**src/hdl/oale_pkg.sv**
```systemverilog
// Shared types and constants for the ordered array list engine.
`default_nettype none
package oale_pkg;

  localparam int DEPTH  = 1024;
  localparam int AW     = $clog2(DEPTH);
  localparam int CW     = $clog2(DEPTH + 1);
  localparam int POS_W  = 11;
  localparam int WORD_W = 32;
  localparam int FPOS_W = 10;
  localparam int CNT_W  = 11;
  localparam int REQ_W  = 3;
  localparam int CMPW   = (CW > POS_W) ? CW : POS_W;

  localparam int QDEPTH = 2;
  localparam int QAW    = $clog2(QDEPTH);

  localparam logic [REQ_W-1:0] REQ_APPEND = 3'd0;
  localparam logic [REQ_W-1:0] REQ_INSERT = 3'd1;
  localparam logic [REQ_W-1:0] REQ_EDIT   = 3'd2;
  localparam logic [REQ_W-1:0] REQ_DELETE = 3'd3;
  localparam logic [REQ_W-1:0] REQ_READ   = 3'd4;
  localparam logic [REQ_W-1:0] REQ_FIND   = 3'd5;

  typedef enum logic [1:0] {
    STAT_OK,
    STAT_BAD_INDEX,
    STAT_FULL,
    STAT_NOT_FOUND
  } status_t;

  typedef enum logic [2:0] {
    OP_APPEND,
    OP_INSERT,
    OP_EDIT,
    OP_DELETE,
    OP_READ,
    OP_FIND,
    OP_NOP
  } op_t;

  typedef enum logic [2:0] {
    S_IDLE,
    S_SHIFT_UP,
    S_PLACE,
    S_SHIFT_DN,
    S_READ,
    S_FIND,
    S_DONE
  } state_t;

  typedef struct packed {
    logic [REQ_W-1:0]         req_type;
    logic [POS_W-1:0]         position;
    logic signed [WORD_W-1:0] word;
  } req_t;

  typedef struct packed {
    status_t                  status;
    logic signed [WORD_W-1:0] read_word;
    logic [FPOS_W-1:0]        found_position;
    logic [CNT_W-1:0]         element_count;
  } rsp_t;

  typedef struct packed {
    op_t               op;
    logic [POS_W-1:0]  pos;
    logic [WORD_W-1:0] word;
  } cmd_t;

endpackage
`default_nettype wire

```
**src/hdl/oale_front.sv**
```systemverilog
// Request intake: registers each transfer and decodes it into a command.
`default_nettype none
module oale_front
  import oale_pkg::*;
(
  input  wire       clk,
  input  wire       rst,
  input  wire       req_valid,
  output logic      req_ready,
  input  wire req_t req,
  output logic      cmd_valid,
  input  wire       cmd_ready,
  output cmd_t      cmd
);

  cmd_t decoded;

  always_comb begin
    decoded.pos  = req.position;
    decoded.word = req.word;
    case (req.req_type)
      REQ_APPEND: decoded.op = OP_APPEND;
      REQ_INSERT: decoded.op = OP_INSERT;
      REQ_EDIT:   decoded.op = OP_EDIT;
      REQ_DELETE: decoded.op = OP_DELETE;
      REQ_READ:   decoded.op = OP_READ;
      REQ_FIND:   decoded.op = OP_FIND;
      default:    decoded.op = OP_NOP;
    endcase
  end

  assign req_ready = !cmd_valid || cmd_ready;

  always_ff @(posedge clk) begin
    if (rst) begin
      cmd_valid <= 1'b0;
    end else if (req_valid && req_ready) begin
      cmd_valid <= 1'b1;
    end else if (cmd_ready) begin
      cmd_valid <= 1'b0;
    end
  end

  always_ff @(posedge clk) begin
    if (req_valid && req_ready) begin
      cmd <= decoded;
    end
  end

endmodule
`default_nettype wire

```
**config.mk**
```make
export PLATFORM = sky130hd
export DESIGN_NAME = oale_front
export DESIGN_NICKNAME = d
export VERILOG_FILES = /design/src/hdl/oale_pkg.sv /design/src/hdl/oale_front.sv
export SDC_FILE = /design/constraint.sdc
export NUM_CORES = 1
export LEC_CHECK = 0
export BUFFER_PORTS_ARGS = -buffer_cell sky130_fd_sc_hd__buf_4
export CORE_MARGIN = 2
export CORE_UTILIZATION = 35
export CTS_CLUSTER_SIZE = 30
export DETAILED_ROUTE_END_ITERATION = 6
export GPL_ROUTABILITY_DRIVEN = 0
export PLACE_DENSITY_LB_ADDON = 0.08
export SYNTH_ARGS = -nofsm -noshare
export SYNTH_HDL_FRONTEND = slang
export SYNTH_SLANG_ARGS = --single-unit
export TNS_END_PERCENT = 5
```
**constraint.sdc**
```tcl
create_clock -name clk -period 2.4 [get_ports clk]
set_input_delay 0.12 -clock clk [delete_from_list [all_inputs] [get_ports clk]]
set_output_delay 0.12 -clock clk [all_outputs]
set_load 0.005 [all_outputs]
```
# [Yosys cells after proc, flatten, opt, wreduce, memory -nomap -nowiden]
# Index checks and enable logic that the tools add are counted.
[totals] ff_bits=47 output_inout_bits=48 word_cells=17
[classes] eq_ne=5 mux=3 reduce_logical=5
[ops] operator="$pmux 3 s6" n=1
[ops] operator="$eq 3x2->1 const B" n=2
[ops] operator="$eq 3x3->1 const B" n=2
[ops] operator="$eq 3x1->1 const B" n=1
[ops] operator="$logic_not 3->1" n=1
[ops] operator="$mux 1" n=2
[ops] operator="$reduce_bool 2->1" n=1
[ops] operator="$logic_and 1x1->1" n=1
[ops] operator="$logic_not 1->1" n=1
[ops] operator="$logic_or 1x1->1" n=1

# [Depth between registers and ports, before layout]
[depth] word_depth=4 ltp_mapped=2 depth_no_buf=2

# [Least setup slack after synthesis]
# Ideal clock, no wire load.
[synth_timing] kind="register to register" startpoint="reg cmd_valid" endpoint="reg cmd[0] in the netlist's numbering, enable pin" setup_ps=363 arrival_time_ps=843 required_ps=2037 path_slack_ps=1194 stages_incl_launch_ff=3 period_less_slack_ps=1206 path_cell_list="dfxtp_1 -> nand2b_4 -> and2_4"
[synth_via] elab_chain_cells=3
[synth_rtl] element="start: declaration" line="oale_front.sv:11" rtl="output logic cmd_valid,"
[synth_rtl] element="start signal: assignment" line="oale_front.sv:36" rtl="cmd_valid <= 1'b0;"
[synth_rtl] element="start signal: assignment" line="oale_front.sv:38" rtl="cmd_valid <= 1'b1;"
[synth_rtl] element="start signal: assignment" line="oale_front.sv:40" rtl="cmd_valid <= 1'b0;"
[synth_rtl] element="$logic_not 1->1" line="oale_front.sv:32" rtl="assign req_ready = !cmd_valid || cmd_ready;"
[synth_rtl] element="$logic_or 1x1->1" line="oale_front.sv:32"
[synth_rtl] element="via req_ready" line="oale_front.sv:9" rtl="output logic req_ready,"
[synth_rtl] element="$logic_and 1x1->1" line="oale_front.sv:45" rtl="if (req_valid && req_ready) begin"
[synth_rtl] element="end signal: assignment" line="oale_front.sv:46" rtl="cmd <= decoded;"
[synth_rtl] element="end: declaration" line="oale_front.sv:13" rtl="output cmd_t cmd"
# The timed path passes the listed nets, and every way through them passes these cells.
# A chain may end at the register's enable or synchronous reset.

# [Worst setup path in the final report]
[layout_timing] startpoint="reg cmd_valid" endpoint="reg cmd[31] in the netlist's numbering, enable pin"
[layout_via] elab_chain_cells=3
[layout_rtl] element="$logic_not 1->1" line="oale_front.sv:32"
[layout_rtl] element="$logic_or 1x1->1" line="oale_front.sv:32"
[layout_rtl] element="$logic_and 1x1->1" line="oale_front.sv:45"
# Every way passes these cells.

==> flow_summary_export.csv <==
group,metric,value,unit
outcome,status,"complete, no violations",
yosys,ys_seq_elements,47,
pwr,p_total,0.00162,W
yosys,yosysSeqAreaShare,0.966,
drt,drt-total-wl,3.27,mm
yosys,synthTopCellsByCount,"edfxtp_1, clkbuf_1",
timing,timing.clock.skew,7.10,ps
worst_setup_path,cp.arrival,1240,ps
cts,clock-root-buffer,"clkbuf_8",
cts,clk_latency,290,ps
global_route,grt_util_all_layers,0.135,
yosys,synth_area_leaders,"edfxtp_1, dfxtp_1, nand2b_4",
worst_setup_path,end_kind,"flip-flop",
finish,syn_to_final_growth,91.0,%
timing,grt_setup_unrepaired,"no",
worst_setup_path,critPathKind,"flip-flop to flip-flop",
drt,drcViolationCount,0,
cts,clock_path_buffers,2,
yosys,avgSynthCellArea,26.9,um2
pwr,pwr_density_cell,585,mW/mm2
drt,postRouteAntennaNets,0,
finish,drive_gt1_frac,0.525,
yosys,ys.flop_type,"edfxtp_1",
timing,period_share,0.548,
yosys,synth.cell_area,0.00145,mm2
global_route,grt_pass1_wl,4.33,mm
floorplan,die_x,68.4,um
cts,path_clk_slew,70,ps
cts,clock-sinks,47,
yosys,syn-num-nets,104,
floorplan,dieArea,0.00468,mm2
yosys,synth_cell_type_count,8,
floorplan,start_util,0.363,
pwr,ir_worst_vdd,0.000387,V
placed_design,hpwl,2.06,mm
finish,diodes,0,
drt,vias,1027,
pwr,p_int,0.00131,W
timing,relSlewSlack,0.615,
timing,tns,0,ps
cts,cts_tree,"built",
pwr,p_comb_frac,0.135,
floorplan,die_y,68.4,um
timing,min_period,1320,ps
floorplan,placementRows,23,
pwr,p_switching,0.000318,W
yosys,yosys.area.top_type,"edfxtp_1",
worst_hold_path,worst_hold_path_type,"primary input to flip-flop",
worst_setup_path,worstPathMaxFanout,46,
drt,wl_per_cell,13.0,um
cts,htree_levels,2,
timing,setup_viol,0,
global_route,antenna_found_initial,0,
yosys,synth_edf_count,46,
placed_design,dp_cells,199,
yosys,synthCells,54,
pwr,switching_share,0.196,
worst_setup_path,cp_data_required_time,2330,ps
yosys,synth.top_cell.area_share,0.952,
floorplan,ioPinCount,98,
global_route,grt_pass1_vias,1068,
timing,finalMaxSlewViolations,0,
floorplan,design.core.area,0.00400,mm2
pwr,pwr-share-seq,0.599,
worst_setup_path,crit_path_start_kind,"flip-flop",
timing,worst_pin_slew,577,ps
drt,drtIter0Drc,41,
yosys,yosys_warnings,0,
global_route,grt_overflow,0,
run,drv_cap,0,
timing,hold_viol_final,0,
finish,layout.nets,252,
timing,max_freq,760,MHz
drt,viasPerCell,4.08,
global_route,grt_start_max_net_pins,47,
pwr,clockPowerShare,0.266,
finish,stdcell_count,252,
yosys,yosysMostFrequentCell,"edfxtp_1",
placed_design,port-buffer-count,97,
yosys,async_flop_share,0,
pwr,p_leak,1.17,nW
drt,drt_pre_antenna_iters,4,
cts,cts_made_buffers,5,
## critical path, stage by stage, from the launching register on
cell and delay (ps):
dfxtp_1 340, nand2b_4 80, and2_4 530
## kinds of logic (layout without fill, tap and decap cells)
family,count (synthesis),after routing,synth area share
flip-flops,47,47,0.966
AND/OR/NAND/NOR,2,2,0.0155
buffers and inverters,3,151,0.00776
AO/OA/AOI/OAI,2,2,0.0112
## final cells by class
type                    count  area [um2]
well taps                  50        62.6
repair buffers            143        1190
clock buffers               5        68.8
clock inverters             2        8.76
multi-input cells           4        38.8
inverters                   1        3.75
flip-flops and latches     47        1400
fillers                   280        1230
## repair_timing
action | CTS | global route
hold buffers | 42 | 4
buffers inserted | 0 | 0
setup endpoints to repair | 0 | 0
gates resized for setup | 0 | 0
hold endpoints to repair | 42 | 4
## power groups by stage
stage | clock, W | sequential [W] | combinational (W)
6_report | 0.000431 | 0.000972 | 0.000220
2_1_floorplan | 0 | 0.000995 | 0.0000202
4_1_cts | 0.000447 | 0.000972 | 0.000217
3_3_place_gp | 0 | 0.000988 | 0.000158
5_1_grt | 0.000485 | 0.000976 | 0.000237
3_5_place_dp | 0 | 0.000990 | 0.000162
## through the flow
| stage | utilization | hold WS [ps] | cell area (um2) | setup slack (ps) |
|---|---|---|---|---|
| detailed placement | 0.559 | 279 | 2230 | 1080 |
| floorplan | - | 182 | 1450 | 1190 |
| global route | 0.693 | 79.4 | 2770 | 1020 |
| CTS | 0.683 | 0.623 | 2730 | 1070 |
| finish | 0.693 | 85.6 | 2770 | 1080 |
| global placement | 0.559 | 275 | 2230 | 1110 |
## flip-flops by register name (all words and copies together) (netlist names)
register and flops:
cmd_valid 1, cmd 46
## final timing paths
| check | slack, ps | depth (start not counted) | startpoint | to |
|---|---|---|---|---|
| max reg2reg | 1080 | 2 | cmd_valid | cmd[31] |
| min | 90 | 3 | req_valid | cmd_valid |
| min reg2reg | 500 | 2 | cmd_valid | cmd_valid |
| max | 1080 | 2 | cmd_valid | cmd[31] |
## per-layer routing
layer,wire [um],vias up,GRT usage
met5,0,-,0
met4,0,0,0.0375
met3,317,0,0.0773
met2,1830,63,0.258
met1,1120,460,0.114
li1,-,504,-
## cell usage in the layout, fill, tap and decap left out
cell type	count
dlygate4sd3_1	46
and2_4	1
clkinv_2	1
a21oi_2	1
clkbuf_8	5
buf_4	97
inv_1	1
a21boi_0	1
nand2b_4	1
edfxtp_1	46
dfxtp_1	1
clkinv_1	1
(Power assumes the default switching activity.)
