**src/hdl/oale_pkg.sv**
```systemverilog
// Shared types and constants for the ordered array list engine.
`default_nettype none
package oale_pkg;

  localparam int DEPTH  = 1024;
  localparam int AW     = $clog2(DEPTH);
  localparam int CW     = $clog2(DEPTH + 1);
  localparam int POS_W  = 11;
  localparam int WORD_W = 32;
  localparam int FPOS_W = 10;
  localparam int CNT_W  = 11;
  localparam int REQ_W  = 3;
  localparam int CMPW   = (CW > POS_W) ? CW : POS_W;

  localparam int QDEPTH = 2;
  localparam int QAW    = $clog2(QDEPTH);

  localparam logic [REQ_W-1:0] REQ_APPEND = 3'd0;
  localparam logic [REQ_W-1:0] REQ_INSERT = 3'd1;
  localparam logic [REQ_W-1:0] REQ_EDIT   = 3'd2;
  localparam logic [REQ_W-1:0] REQ_DELETE = 3'd3;
  localparam logic [REQ_W-1:0] REQ_READ   = 3'd4;
  localparam logic [REQ_W-1:0] REQ_FIND   = 3'd5;

  typedef enum logic [1:0] {
    STAT_OK,
    STAT_BAD_INDEX,
    STAT_FULL,
    STAT_NOT_FOUND
  } status_t;

  typedef enum logic [2:0] {
    OP_APPEND,
    OP_INSERT,
    OP_EDIT,
    OP_DELETE,
    OP_READ,
    OP_FIND,
    OP_NOP
  } op_t;

  typedef enum logic [2:0] {
    S_IDLE,
    S_SHIFT_UP,
    S_PLACE,
    S_SHIFT_DN,
    S_READ,
    S_FIND,
    S_DONE
  } state_t;

  typedef struct packed {
    logic [REQ_W-1:0]         req_type;
    logic [POS_W-1:0]         position;
    logic signed [WORD_W-1:0] word;
  } req_t;

  typedef struct packed {
    status_t                  status;
    logic signed [WORD_W-1:0] read_word;
    logic [FPOS_W-1:0]        found_position;
    logic [CNT_W-1:0]         element_count;
  } rsp_t;

  typedef struct packed {
    op_t               op;
    logic [POS_W-1:0]  pos;
    logic [WORD_W-1:0] word;
  } cmd_t;

endpackage
`default_nettype wire

```
**src/hdl/oale_queue.sv**
```systemverilog
// Small command FIFO between the intake and the execution unit.
`default_nettype none
module oale_queue
  import oale_pkg::*;
(
  input  wire       clk,
  input  wire       rst,
  input  wire       in_valid,
  output logic      in_ready,
  input  wire cmd_t in_cmd,
  output logic      out_valid,
  input  wire       out_ready,
  output cmd_t      out_cmd
);

  cmd_t           entries [QDEPTH];
  logic [QAW-1:0] wptr;
  logic [QAW-1:0] rptr;
  logic [QAW:0]   fill;
  logic           push;
  logic           pop;

  assign in_ready  = (fill != (QAW + 1)'(QDEPTH));
  assign out_valid = (fill != '0);
  assign out_cmd   = entries[rptr];
  assign push      = in_valid && in_ready;
  assign pop       = out_valid && out_ready;

  always_ff @(posedge clk) begin
    if (rst) begin
      wptr <= '0;
      rptr <= '0;
      fill <= '0;
    end else begin
      if (push) begin
        wptr <= (wptr == QAW'(QDEPTH - 1)) ? '0 : wptr + QAW'(1);
      end
      if (pop) begin
        rptr <= (rptr == QAW'(QDEPTH - 1)) ? '0 : rptr + QAW'(1);
      end
      if (push && !pop) begin
        fill <= fill + (QAW + 1)'(1);
      end else if (pop && !push) begin
        fill <= fill - (QAW + 1)'(1);
      end
    end
  end

  always_ff @(posedge clk) begin
    if (push) begin
      entries[wptr] <= in_cmd;
    end
  end

endmodule
`default_nettype wire

```
**config.mk**
```make
export PLATFORM = sky130hd
export DESIGN_NAME = oale_queue
export DESIGN_NICKNAME = d
export VERILOG_FILES = /design/src/hdl/oale_pkg.sv /design/src/hdl/oale_queue.sv
export SDC_FILE = /design/constraint.sdc
export NUM_CORES = 1
export LEC_CHECK = 0
export BUFFER_PORTS_ARGS = -buffer_cell sky130_fd_sc_hd__buf_2
export CAP_MARGIN = 20
export CORE_AREA = 3 3 83 85
export CTS_BUF_LIST = sky130_fd_sc_hd__clkbuf_2 sky130_fd_sc_hd__clkbuf_4 sky130_fd_sc_hd__clkbuf_8
export CTS_CLUSTER_DIAMETER = 50
export DETAILED_ROUTE_END_ITERATION = 16
export DIE_AREA = 0 0 86 88
export GPL_TIMING_DRIVEN = 0
export HOLD_SLACK_MARGIN = 0.15
export PLACE_DENSITY = 0.83
export SLEW_MARGIN = 0
export SYNTH_ARGS = -nofsm -noshare
export SYNTH_HDL_FRONTEND = slang
export SYNTH_SLANG_ARGS = --single-unit
export TNS_END_PERCENT = 30
```
**constraint.sdc**
```tcl
create_clock -name clk -period 5.15 [get_ports clk]
set_clock_uncertainty 0.2 [all_clocks]
set_input_delay 0.2575 -clock clk [delete_from_list [all_inputs] [get_ports clk]]
set_output_delay 0.2575 -clock clk [all_outputs]
set_load 0.02 [all_outputs]
```
* After elaboration in Yosys (flattened, before gate mapping)
Memories as Yosys holds them, arrays and structs flattened. A register that Yosys moved wholly into a read port is not among the register bits.
Cells that the tools add are included.
** Storage, ports and cells
- Flip-flop bits (word level) :: 4
- Memory bits (writable) :: 92
- Bits of input ports :: 50
- Memories :: 1
** Cells by class
- Add/subtract/negate cells :: 4
- Eq/ne operators :: 1
- Muxes and demuxes :: 8
- Reductions and logical operators :: 8
** Memory list
- entries :: words 2, width 46, read ports 1, clocked after Yosys merged registers in 1, write ports 1, RTL line oale_queue.sv:16 : cmd_t entries [QDEPTH];
** Operators by type and width (count)
- 1-bit 2-to-1 mux :: 6
- 1-bit logical AND :: 4
- 2-bit 2-to-1 mux :: 2
- 2-bit nonzero test :: 2
- 1-bit adder (second input constant) :: 2
- 2-bit by 1-bit adder with 2-bit output (second input constant) :: 1
- 1-bit zero test :: 2
- 2-bit != test (second input constant) :: 1
- 2-bit by 1-bit subtractor with 2-bit output (second input constant) :: 1

* Longest topological paths before layout
Gate-level depths: netlist (run 1).
- Word-level depth :: 6
- Depth in mapped cells :: 6
- Mapped depth without buffers :: 6

* Worst setup path after synthesis (run 1)
OpenSTA, ideal clock, no wires.
- Path kind :: reg2reg
- Start point :: register fill[0]
- End point :: memory entries[1][0] in the netlist's numbering (enable)
- Setup time :: 408 ps
- Arrival :: 1876 ps
- Data required time :: 4542 ps
- Path slack :: 2666 ps
- Stages on the path, launching flop included :: 3
- Path buffers :: 0
- Period minus slack after synthesis :: 2484 ps
- Path through :: dfxtp_1 -> nand2b_1 -> and3_1
** Between the ends
- Cells in the longest elaborated chain, start to end :: 4
** Ends and longest elaborated chain
- start, declared :: RTL line oale_queue.sv:19 : logic [QAW:0] fill;
- start signal, assigned :: RTL line oale_queue.sv:42 : fill <= fill + (QAW + 1)'(1);
- start signal, assigned :: RTL line oale_queue.sv:44 : fill <= fill - (QAW + 1)'(1);
- 2-bit != test :: RTL line oale_queue.sv:23 : assign in_ready = (fill != (QAW + 1)'(QDEPTH));
- net in_ready :: RTL line oale_queue.sv:9 : output logic in_ready,
- 1-bit logical AND :: RTL line oale_queue.sv:26 : assign push = in_valid && in_ready;
- 1-bit 2-to-1 mux :: RTL line oale_queue.sv:50 : if (push) begin
- 1-bit 2-to-1 mux (not written as such) :: RTL line oale_queue.sv:51 : entries[wptr] <= in_cmd;
- end, declared :: RTL line oale_queue.sv:16
The timed path passes the listed nets, and every way through them passes these cells.

==> flow_summary.json, run 1 <==
{
  "crit_buf_inv": 3,
  "synth_top_area_share_pct": 78.1,
  "path_common_cell": "buf_2",
  "cp-end-kind": "output pin",
  "path_cells": "buf_2 -> buf_4 -> mux2_2 -> buf_2",
  "cts_buffer_depth": 2,
  "rsz0062_at_grt": "no",
  "rows": 29,
  "grt_pass1_vias": 2214,
  "crit_slowest_cell": "mux2_2",
  "initial_core_util_pct": 56.4,
  "insertion_delay_ns": 0.35,
  "routabilityCongestion": 0.764,
  "hpwlAfterDp_microns": 4170,
  "via_per_inst": 5.15,
  "fmax_ghz": 0.464,
  "cellLeakagePower_uw": 0.00186,
  "ios": 98,
  "portBuffers": 97,
  "grt_usage_pct": 19.3,
  "finalMaxSlewViolations": 0,
  "root_buffer": "clkbuf_8",
  "cts-htree-levels": 3,
  "synth_edf_count": 92,
  "netlist_top_cells_count": "edfxtp_1, mux2_2, dfxtp_1",
  "worstSetupEndpoint": "out_cmd[28]",
  "crit_cells": 4,
  "cts.sinks": 97,
  "min_path_type": "reg2reg",
  "synth_most_common_cell": "edfxtp_1",
  "die_h_microns": 88,
  "critPathLaunchType": "flip-flop",
  "finalPower_uw": 2200,
  "async_flop_share_pct": 0,
  "drt-initial-drc-count": 114,
  "synth_top_cell_by_area": "edfxtp_1",
  "yosysSeqAreaShare_pct": 80.9,
  "netlist_area_sq_um": 3540,
  "r2r_cells": 4,
  "synthesis.nets": 218,
  "outcome": "complete, no violations",
  "first_pass_iters": 4,
  "irDropWorstVdd_v": 0.000312,
  "dr.max_layer_used": "met4",
  "finalCritPeriodShare_pct": 41.8,
  "met2_length_microns": 3660,
  "finalSetupTns_ns": 0,
  "coreArea_sq_um": 6280,
  "period_minus_slack_ns": 2.15,
  "crit_family": "buffers and inverters",
  "timing.rr.end": "entries[0][43]",
  "syn-instance-count": 167,
  "wl_per_cell_microns": 17.5,
  "ant_nets": 0,
  "cts.repair.resized": 0,
  "multi_input_area_sq_um": 638,
  "crit_fanout": 10,
  "antennaDiodeCount": 0,
  "grt_pass1_wl_microns": 10800,
  "tritoncts": "yes",
  "nFillCells": 351,
  "synth.area.top_cells": "edfxtp_1, mux2_2, dfxtp_1",
  "grt-ovfl-total": 0,
  "met1_length_microns": 2840,
  "r2r_start": "fill[0]",
  "report.final.hold_viol_count": 0,
  "ys_ff_latch": 97,
  "dieArea_sq_um": 7570,
  "antenna_found_initial": 0,
  "synth_warnings": 0,
  "die_x_microns": 86,
  "synth.distinct_cells": 18,
  "synth_ff_type": "edfxtp_1",
  "crit_required_ns": 4.69,
  "holdPathStages": 2,
  "grt_max_degree": 29,
  "critPathMaxStageDelay_ns": 0.37,
  "register_area_sq_um": 2860,
  "setup_viol": 0,
  "critPathKind": "reg2out",
  "drv_cap": 0,
  "cp.arrival_ns": 1.70,
  "worst_pin_slew_ns": 0.500,
  "power_density_nw_per_um2": 452,
  "syn2layout_area_growth_pct": 37.4,
  "relSlewSlack_pct": 66.7,
  "via_count": 2103,
  "clkTransAtPathRegs_ns": 0.09,
  "routed_wl_microns": 7160,
  "drc": 0,
  "cts_inserted_buffers": 9,
  "wl_met3_microns": 497,
  "rrSetupSlack_ns": 3.18,
  "drive_above_1_share_pct": 51.4,
  "synth_area_per_cell_sq_um": 21.2,
  "final_nets": 377
}
## cells in the final DEF, fill, tap and decap left out, types with 2 or more instances in the layout
cell type	instances
a21oi_1	2
dlygate4sd3_1	49
dfxtp_1	5
clkbuf_8	9
buf_4	4
mux2_2	46
edfxtp_1	92
buf_12	2
buf_2	98
xor2_1	3
clkinv_4	2
nor2_1	3
o21ai_0	2
inv_6	3
## cell families (layout without fill, tap and decap cells)
kind of cell,count (synthesis),count (layout),share of synthesized area (%)
DFF,97,97,80.9
muxes,46,46,14.6
buffers and inverters,6,170,1.10
and+or+nand+nor,9,9,1.42
adders and majority gates,1,1,0.354
xor gates and xnor gates,3,3,0.743
AOI/OAI and AO/OA,5,5,0.849
## sequential cells by signal, indices dropped and copies added, names as in the netlist, named ones only
signal	count
wptr	1
fill	2
entries	92
rptr	1
## metal layers
layer  vias to the layer above  track usage (%)
met2                        93             34.3
met5                         -                0
met4                         0             8.35
met3                        18             5.27
met1                      1017             21.8
li1                        975                -
## worst min-delay path by stage
stage | start | endpoint | slack [ns]
floorplan | rst | fill[1] | 0.13
global placement | in_cmd[2] | entries[1][2] | 0.24
detailed placement | in_cmd[5] | entries[0][5] | 0.25
CTS | rptr | rptr | 0.33
global route | rptr | rptr | 0.37
finish | rptr | rptr | 0.32
## metrics by stage
step	instances	cell area, sq um	hold slack, ns	worst slack, ns	utilization (%)
finish	408	4860	0.321	3.00	77.4
global route	408	4860	0.366	2.91	77.4
CTS	408	4860	0.331	2.96	77.4
detailed placement	343	4160	0.249	3.23	66.3
global placement	341	4120	0.244	2.26	65.6
floorplan	167	3540	0.127	2.67	-
## repair_timing
action	4_1_cts	5_1_grt
hold endpoints to repair	97	0
buffers inserted	0	0
hold buffers	49	0
endpoints found under the setup margin	0	0
## cell type report
| class | instances | share of cell area, % |
|---|---|---|
| inverters | 1 | 0.0772 |
| flip-flops and latches | 97 | 58.9 |
| repair buffers | 148 | 20.9 |
| clock buffers | 9 | 2.55 |
| clock inverters | 7 | 1.75 |
| well taps | 77 | 1.98 |
| plain buffers | 5 | 0.721 |
| multi-input cells | 64 | 13.1 |
## report_power, final
part	internal [uW]	total [uW]	leakage (uW)	switching, uW
Clock	235	507	0.000107	272
Sequential	985	1020	0.000900	30.7
Combinational	287	677	0.000856	389
Total	1510	2200	0.00186	692
## tightest hold or removal path, delay by kind of cell (launching register included)
| family | cells | cell delay (ns) |
|---|---|---|
| XOR/XNOR | 1 | 0.08 |
| flip-flops | 1 | 0.34 |
| AND/OR/NAND/NOR | 1 | 0.07 |
Power figures use the tool's default switching activity.
==> run 2, diff against run 1 <==
CORE_AREA = 3 3 85 87   (was 3 3 83 85)
DIE_AREA = 0 0 88 90   (was 0 0 86 88)
PLACE_DENSITY = 0.79   (was 0.83)
clock period = 2.1 ns   (was 5.15 ns; I/O delays follow)
==> run 2 against run 1 <==
- core utilization decreased by 2.0 points
- final cell count decreased by 0.49%
- final area decreased by 0.36%
- non-clock buffer count decreased by 1
- die area increased by 4.7%
- combinational power increased by 140%
- sequential cell count unchanged
- setup slack got worse by 2.9 ns
- via count decreased by 2.5%
- critical endpoint is now entries[0][3]
- highest routed layer unchanged
==> flow_summary.json, run 2 (synthesized netlist as in run 1, its figures left out) <==
{
  "routed_wl_microns": 7200,
  "ios": 98,
  "crit_buf_inv": 2,
  "final_util_pct": 75.4,
  "first_pass_iters": 4,
  "grt-ovfl-total": 0,
  "crit_required_ns": 1.94,
  "grt_max_degree": 47,
  "post-cts-setup-buffer-count": 0,
  "nFillCells": 395,
  "crit_family": "buffers and inverters",
  "drt-initial-drc-count": 94,
  "finalMaxSlewViolations": 0,
  "cp.arrival_ns": 1.83,
  "period_minus_slack_ns": 1.99,
  "critPathKind": "reg2reg",
  "worst_pin_slew_ns": 0.642,
  "cts-htree-levels": 3,
  "coreArea_sq_um": 6420,
  "outcome": "complete, no violations",
  "final_cell_mix": "buf_2, edfxtp_1, dlygate4sd3_1",
  "finalSetupTns_ns": 0,
  "via_per_inst": 5.05,
  "path_cells": "nand2b_1 -> nand3b_1 -> inv_2 -> buf_12",
  "antennaDiodeCount": 0,
  "insertion_delay_ns": 0.33,
  "drv_cap": 0,
  "cts_buffer_depth": 2,
  "portBuffers": 97,
  "fmax_ghz": 0.502,
  "power_density_nw_per_um2": 1110,
  "final_nets": 376,
  "ant_nets": 0,
  "clkTransAtPathRegs_ns": 0.09,
  "setup_viol": 0,
  "die_x_microns": 88,
  "crit_fanout": 27,
  "cts.sinks": 97,
  "irDropWorstVdd_v": 0.000808,
  "hpwlAfterDp_microns": 4100,
  "critPathLaunchType": "flip-flop",
  "dieArea_sq_um": 7920,
  "critPathMaxStageDelay_ns": 0.43,
  "report.final.hold_viol_count": 0,
  "relSlewSlack_pct": 57.2,
  "syn2layout_area_growth_pct": 36.9,
  "layout_commonest_cell": "buf_2",
  "tritoncts": "yes",
  "grt_pass1_vias": 2231,
  "hold_slack_ns": 0.279,
  "cellLeakagePower_uw": 0.00186,
  "finalCritPeriodShare_pct": 95.0,
  "root_buffer": "clkbuf_8",
  "drive_above_1_share_pct": 51.1,
  "grt_pass1_wl_microns": 11100,
  "largest_register": "entries",
  "die_h_microns": 90,
  "wl_per_cell_microns": 17.7,
  "largest_reg_flops": 92,
  "grt_usage_pct": 18.8,
  "routabilityCongestion": 0.635,
  "via_count": 2051,
  "crit_slowest_cell": "dfxtp_1",
  "cp-end-kind": "flip-flop",
  "antenna_found_initial": 0,
  "initial_core_util_pct": 55.1,
  "min_path_type": "in2reg",
  "cts_inserted_buffers": 9,
  "rows": 29,
  "reg_top3": "entries: 92 flops, fill: 2 flops",
  "drc": 0,
  "rsz0062_at_grt": "no"
}
run 2: cell types whose count changed in the layout (fill, tap and decap cells not counted), sizes merged:
cell / delta
inv: -4
buf: -1
bufinv: +1
clkinv: +2
run 2: routing by layer:
metal / part of all wire, % / vias to the layer above / global-route usage, %
li1: - / 966 / -
met4: 1.5 / 0 / 7.54
met5: 0 / - / 0
met1: 37 / 1012 / 19.7
met2: 57 / 61 / 35.1
met3: 4.1 / 12 / 4.48
run 2: power by group:
group / switching [uW] / internal (uW)
logic: 945 / 695
clock network: 597 / 661
registers: 74.8 / 2420
total: 1620 / 3770
run 2: repair_timing:
action,in CTS,in global routing
gates resized for setup,1,0
endpoints found under the hold margin,97,0
setup endpoints to repair,46,0
hold buffers,49,0
run 2: area by class of cell:
class                   count  area (sq um)  share of cell area (%)
well taps                  77          96.3                    1.99
flip-flops and latches     97          2860                    59.1
clock inverters             6          83.8                    1.73
plain buffers               5          35.0                   0.723
inverters                   1          3.75                  0.0775
repair buffers            147           996                    20.6
multi-input cells          64           642                    13.3
clock buffers               9           124                    2.56
run 2: path summary, 6_finish.rpt:
path / slack (ns) / from / to / cells past startpoint
setup / recovery: 0.11 / fill[0] / entries[0][3] / 4
hold reg to reg: 0.31 / rptr / rptr / 2
setup reg to reg: 0.11 / fill[0] / entries[0][3] / 4
hold / removal: 0.28 / in_cmd[10] / entries[0][10] / 2
run 2: per-stage QoR:
stage	total power [uW]	worst slack (ns)	std cells	cell area, sq um
3_5_place_dp	4090	-0.0772	342	4140
6_report	5390	0.106	406	4840
5_1_grt	5620	0.00114	406	4840
3_3_place_gp	4040	-0.588	341	4120
4_1_cts	5400	0.103	406	4840
2_1_floorplan	3590	-0.219	167	3540
==> run 3, diff against run 2 <==
ABC_AREA = 1   (was not set)
CORE_AREA = 3 3 88 90   (was 3 3 85 87)
DIE_AREA = 0 0 91 93   (was 0 0 88 90)
PLACE_DENSITY = 0.78   (was 0.79)
==> run 3 against run 2 <==
- via count up 1.9%
- core utilization down 3.7 points
- sequential cell count unchanged
- maximum frequency down 0.66%
- first-iteration DRC count down 3.2%
- combinational power up 10%
- largest cell class unchanged
==> flow_summary.json, run 3 <==
{
  "synth.area.top_cells": "edfxtp_1, mux2_4, dfxtp_1",
  "drive_above_1_share_pct": 48.8,
  "relSlewSlack_pct": 53.8,
  "drc": 0,
  "routed_wl_microns": 6810,
  "rrSetupSlack_ns": 0.09,
  "fmax_ghz": 0.498,
  "finalSetupTns_ns": 0,
  "finalMaxSlewViolations": 0,
  "hold_slack_ns": 0.273,
  "critPathLaunchType": "flip-flop",
  "cp-end-kind": "flip-flop",
  "met1_length_microns": 2750,
  "layout_commonest_cell": "buf_2",
  "period_minus_slack_ns": 2.01,
  "ios": 98,
  "dpl-instance-area_sq_um": 4430,
  "dp_slack_ns": 0.0465,
  "final_nets": 390,
  "report.final.hold_viol_count": 0,
  "outcome": "complete, no violations",
  "netlist_top_cells_count": "edfxtp_1, mux2_4, nand2_1",
  "grt_pass1_vias": 2166,
  "async_flop_share_pct": 0,
  "wl_per_cell_microns": 15.4,
  "irDropWorstVdd_v": 0.000746,
  "setup_viol": 0,
  "first_pass_iters": 4,
  "dr.max_layer_used": "met4",
  "cellLeakagePower_uw": 0.00204,
  "hpwlAfterDp_microns": 4120,
  "drt-initial-drc-count": 91,
  "synth_top_cell_by_area": "edfxtp_1",
  "grt_pass1_wl_microns": 10600,
  "cts-htree-levels": 3,
  "cts_inserted_buffers": 9,
  "grt-ovfl-total": 0,
  "grt_usage_pct": 16.7,
  "rows": 31,
  "synth_ff_type": "edfxtp_1",
  "power_density_nw_per_um2": 1080,
  "cp.arrival_ns": 1.86,
  "synth_edf_count": 92,
  "ys_ff_latch": 97,
  "largest_reg_flops": 92,
  "reg_top3": "entries: 92 flops, fill: 2 flops",
  "grt_max_degree": 26,
  "coreArea_sq_um": 7140,
  "netlist_area_sq_um": 3760,
  "root_buffer": "clkbuf_8",
  "initial_core_util_pct": 52.7,
  "ant_nets": 0,
  "synth_top_area_share_pct": 73.5,
  "die_x_microns": 91,
  "crit_fanout": 25,
  "min_path_type": "in2reg",
  "fin_cells": 443,
  "drv_cap": 0,
  "met2_length_microns": 3600,
  "via_count": 2089,
  "finish.instance_area_sq_um": 5120,
  "finalCritPeriodShare_pct": 95.6,
  "dieArea_sq_um": 8460,
  "worst_pin_slew_ns": 0.692,
  "synth_warnings": 0,
  "cts_buffer_depth": 2,
  "nFillCells": 470,
  "tritoncts": "yes",
  "layout_setup_ws_ns": 0.0928,
  "crit_required_ns": 1.95,
  "antenna_found_initial": 0,
  "wl_met3_microns": 364,
  "clkTransAtPathRegs_ns": 0.10,
  "syn2layout_area_growth_pct": 36.1,
  "synthesis.nets": 231,
  "routabilityCongestion": 0.663,
  "portBuffers": 97,
  "cts.sinks": 97,
  "via_per_inst": 4.72,
  "insertion_delay_ns": 0.34,
  "yosysSeqAreaShare_pct": 76.1,
  "die_h_microns": 93,
  "largest_register": "entries",
  "syn-instance-count": 180,
  "synth_most_common_cell": "edfxtp_1",
  "synth.distinct_cells": 14,
  "dp.cells": 378,
  "synth_area_per_cell_sq_um": 20.9,
  "critPathKind": "reg2reg",
  "final_cell_mix": "buf_2, edfxtp_1, dlygate4sd3_1",
  "antennaDiodeCount": 0
}
-- run 3: repair_timing --
action | in CTS | in global routing
hold buffers | 49 | 0
resized for setup | 0 | 1
buffers inserted | 0 | 0
hold endpoints to repair | 97 | 0
endpoints found under the setup margin | 0 | 50
-- run 3: layout make-up --
class | instances | area, sq um | area share [%]
clock inverter | 7 | 77.6 | 1.52
tap | 99 | 124 | 2.42
timing repair buffer | 148 | 1020 | 19.8
clock buffer | 9 | 124 | 2.42
inverter | 8 | 30.0 | 0.587
sequential | 97 | 2860 | 55.9
multi-input combinational | 70 | 795 | 15.5
buffer | 5 | 91.3 | 1.78
-- run 3: path summary, 6_finish.rpt --
check / startpoint / endpoint / cells past startpoint
worst min-delay path: in_cmd[44] / entries[1][44] / 2
worst min register to register: rptr / rptr / 2
worst max-delay path: fill[0] / entries[0][30] / 5
worst max register to register: fill[0] / entries[0][30] / 5
-- run 3: through the flow --
| stage | total power [uW] | util [%] |
|---|---|---|
| global placement | 4220 | 61.3 |
| global route | 5770 | 71.7 |
| CTS | 5540 | 71.7 |
| finish | 5520 | 71.7 |
| floorplan | 3800 | - |
| detailed placement | 4300 | 62.0 |
-- run 3: cells by family after synthesis --
logic type,Yosys count,share of synthesized area (%)
multiplexers,46,17.8
adder cells (fa/ha/maj),1,0.333
AO/OA/AOI/OAI,4,0.532
buffers and inverters,13,3.23
flip-flops,97,76.1
AND/OR/NAND/NOR,19,2.03
-- run 3: where the power goes --
| part | internal, uW | switching (uW) | leakage (uW) |
|---|---|---|---|
| Combinational | 831 | 978 | 0.00105 |
| Sequential | 2440 | 78.9 | 0.000899 |
| Clock | 561 | 624 | 0.0000954 |
| Total | 3830 | 1680 | 0.00204 |
-- run 3: worst max-delay path: stages, from the launching register on --
cell     delay, ns
dfxtp_1       0.34
inv_1         0.08
nand2_1       0.13
nand2_2       0.13
nor2_4        0.55
buf_12        0.27
-- run 3: layer usage --
metal / up-vias / GRT usage [%]
met4: 0 / 6.78
met2: 67 / 28.4
met3: 6 / 5.31
met1: 1014 / 19.6
met5: - / 0
li1: 1002 / -
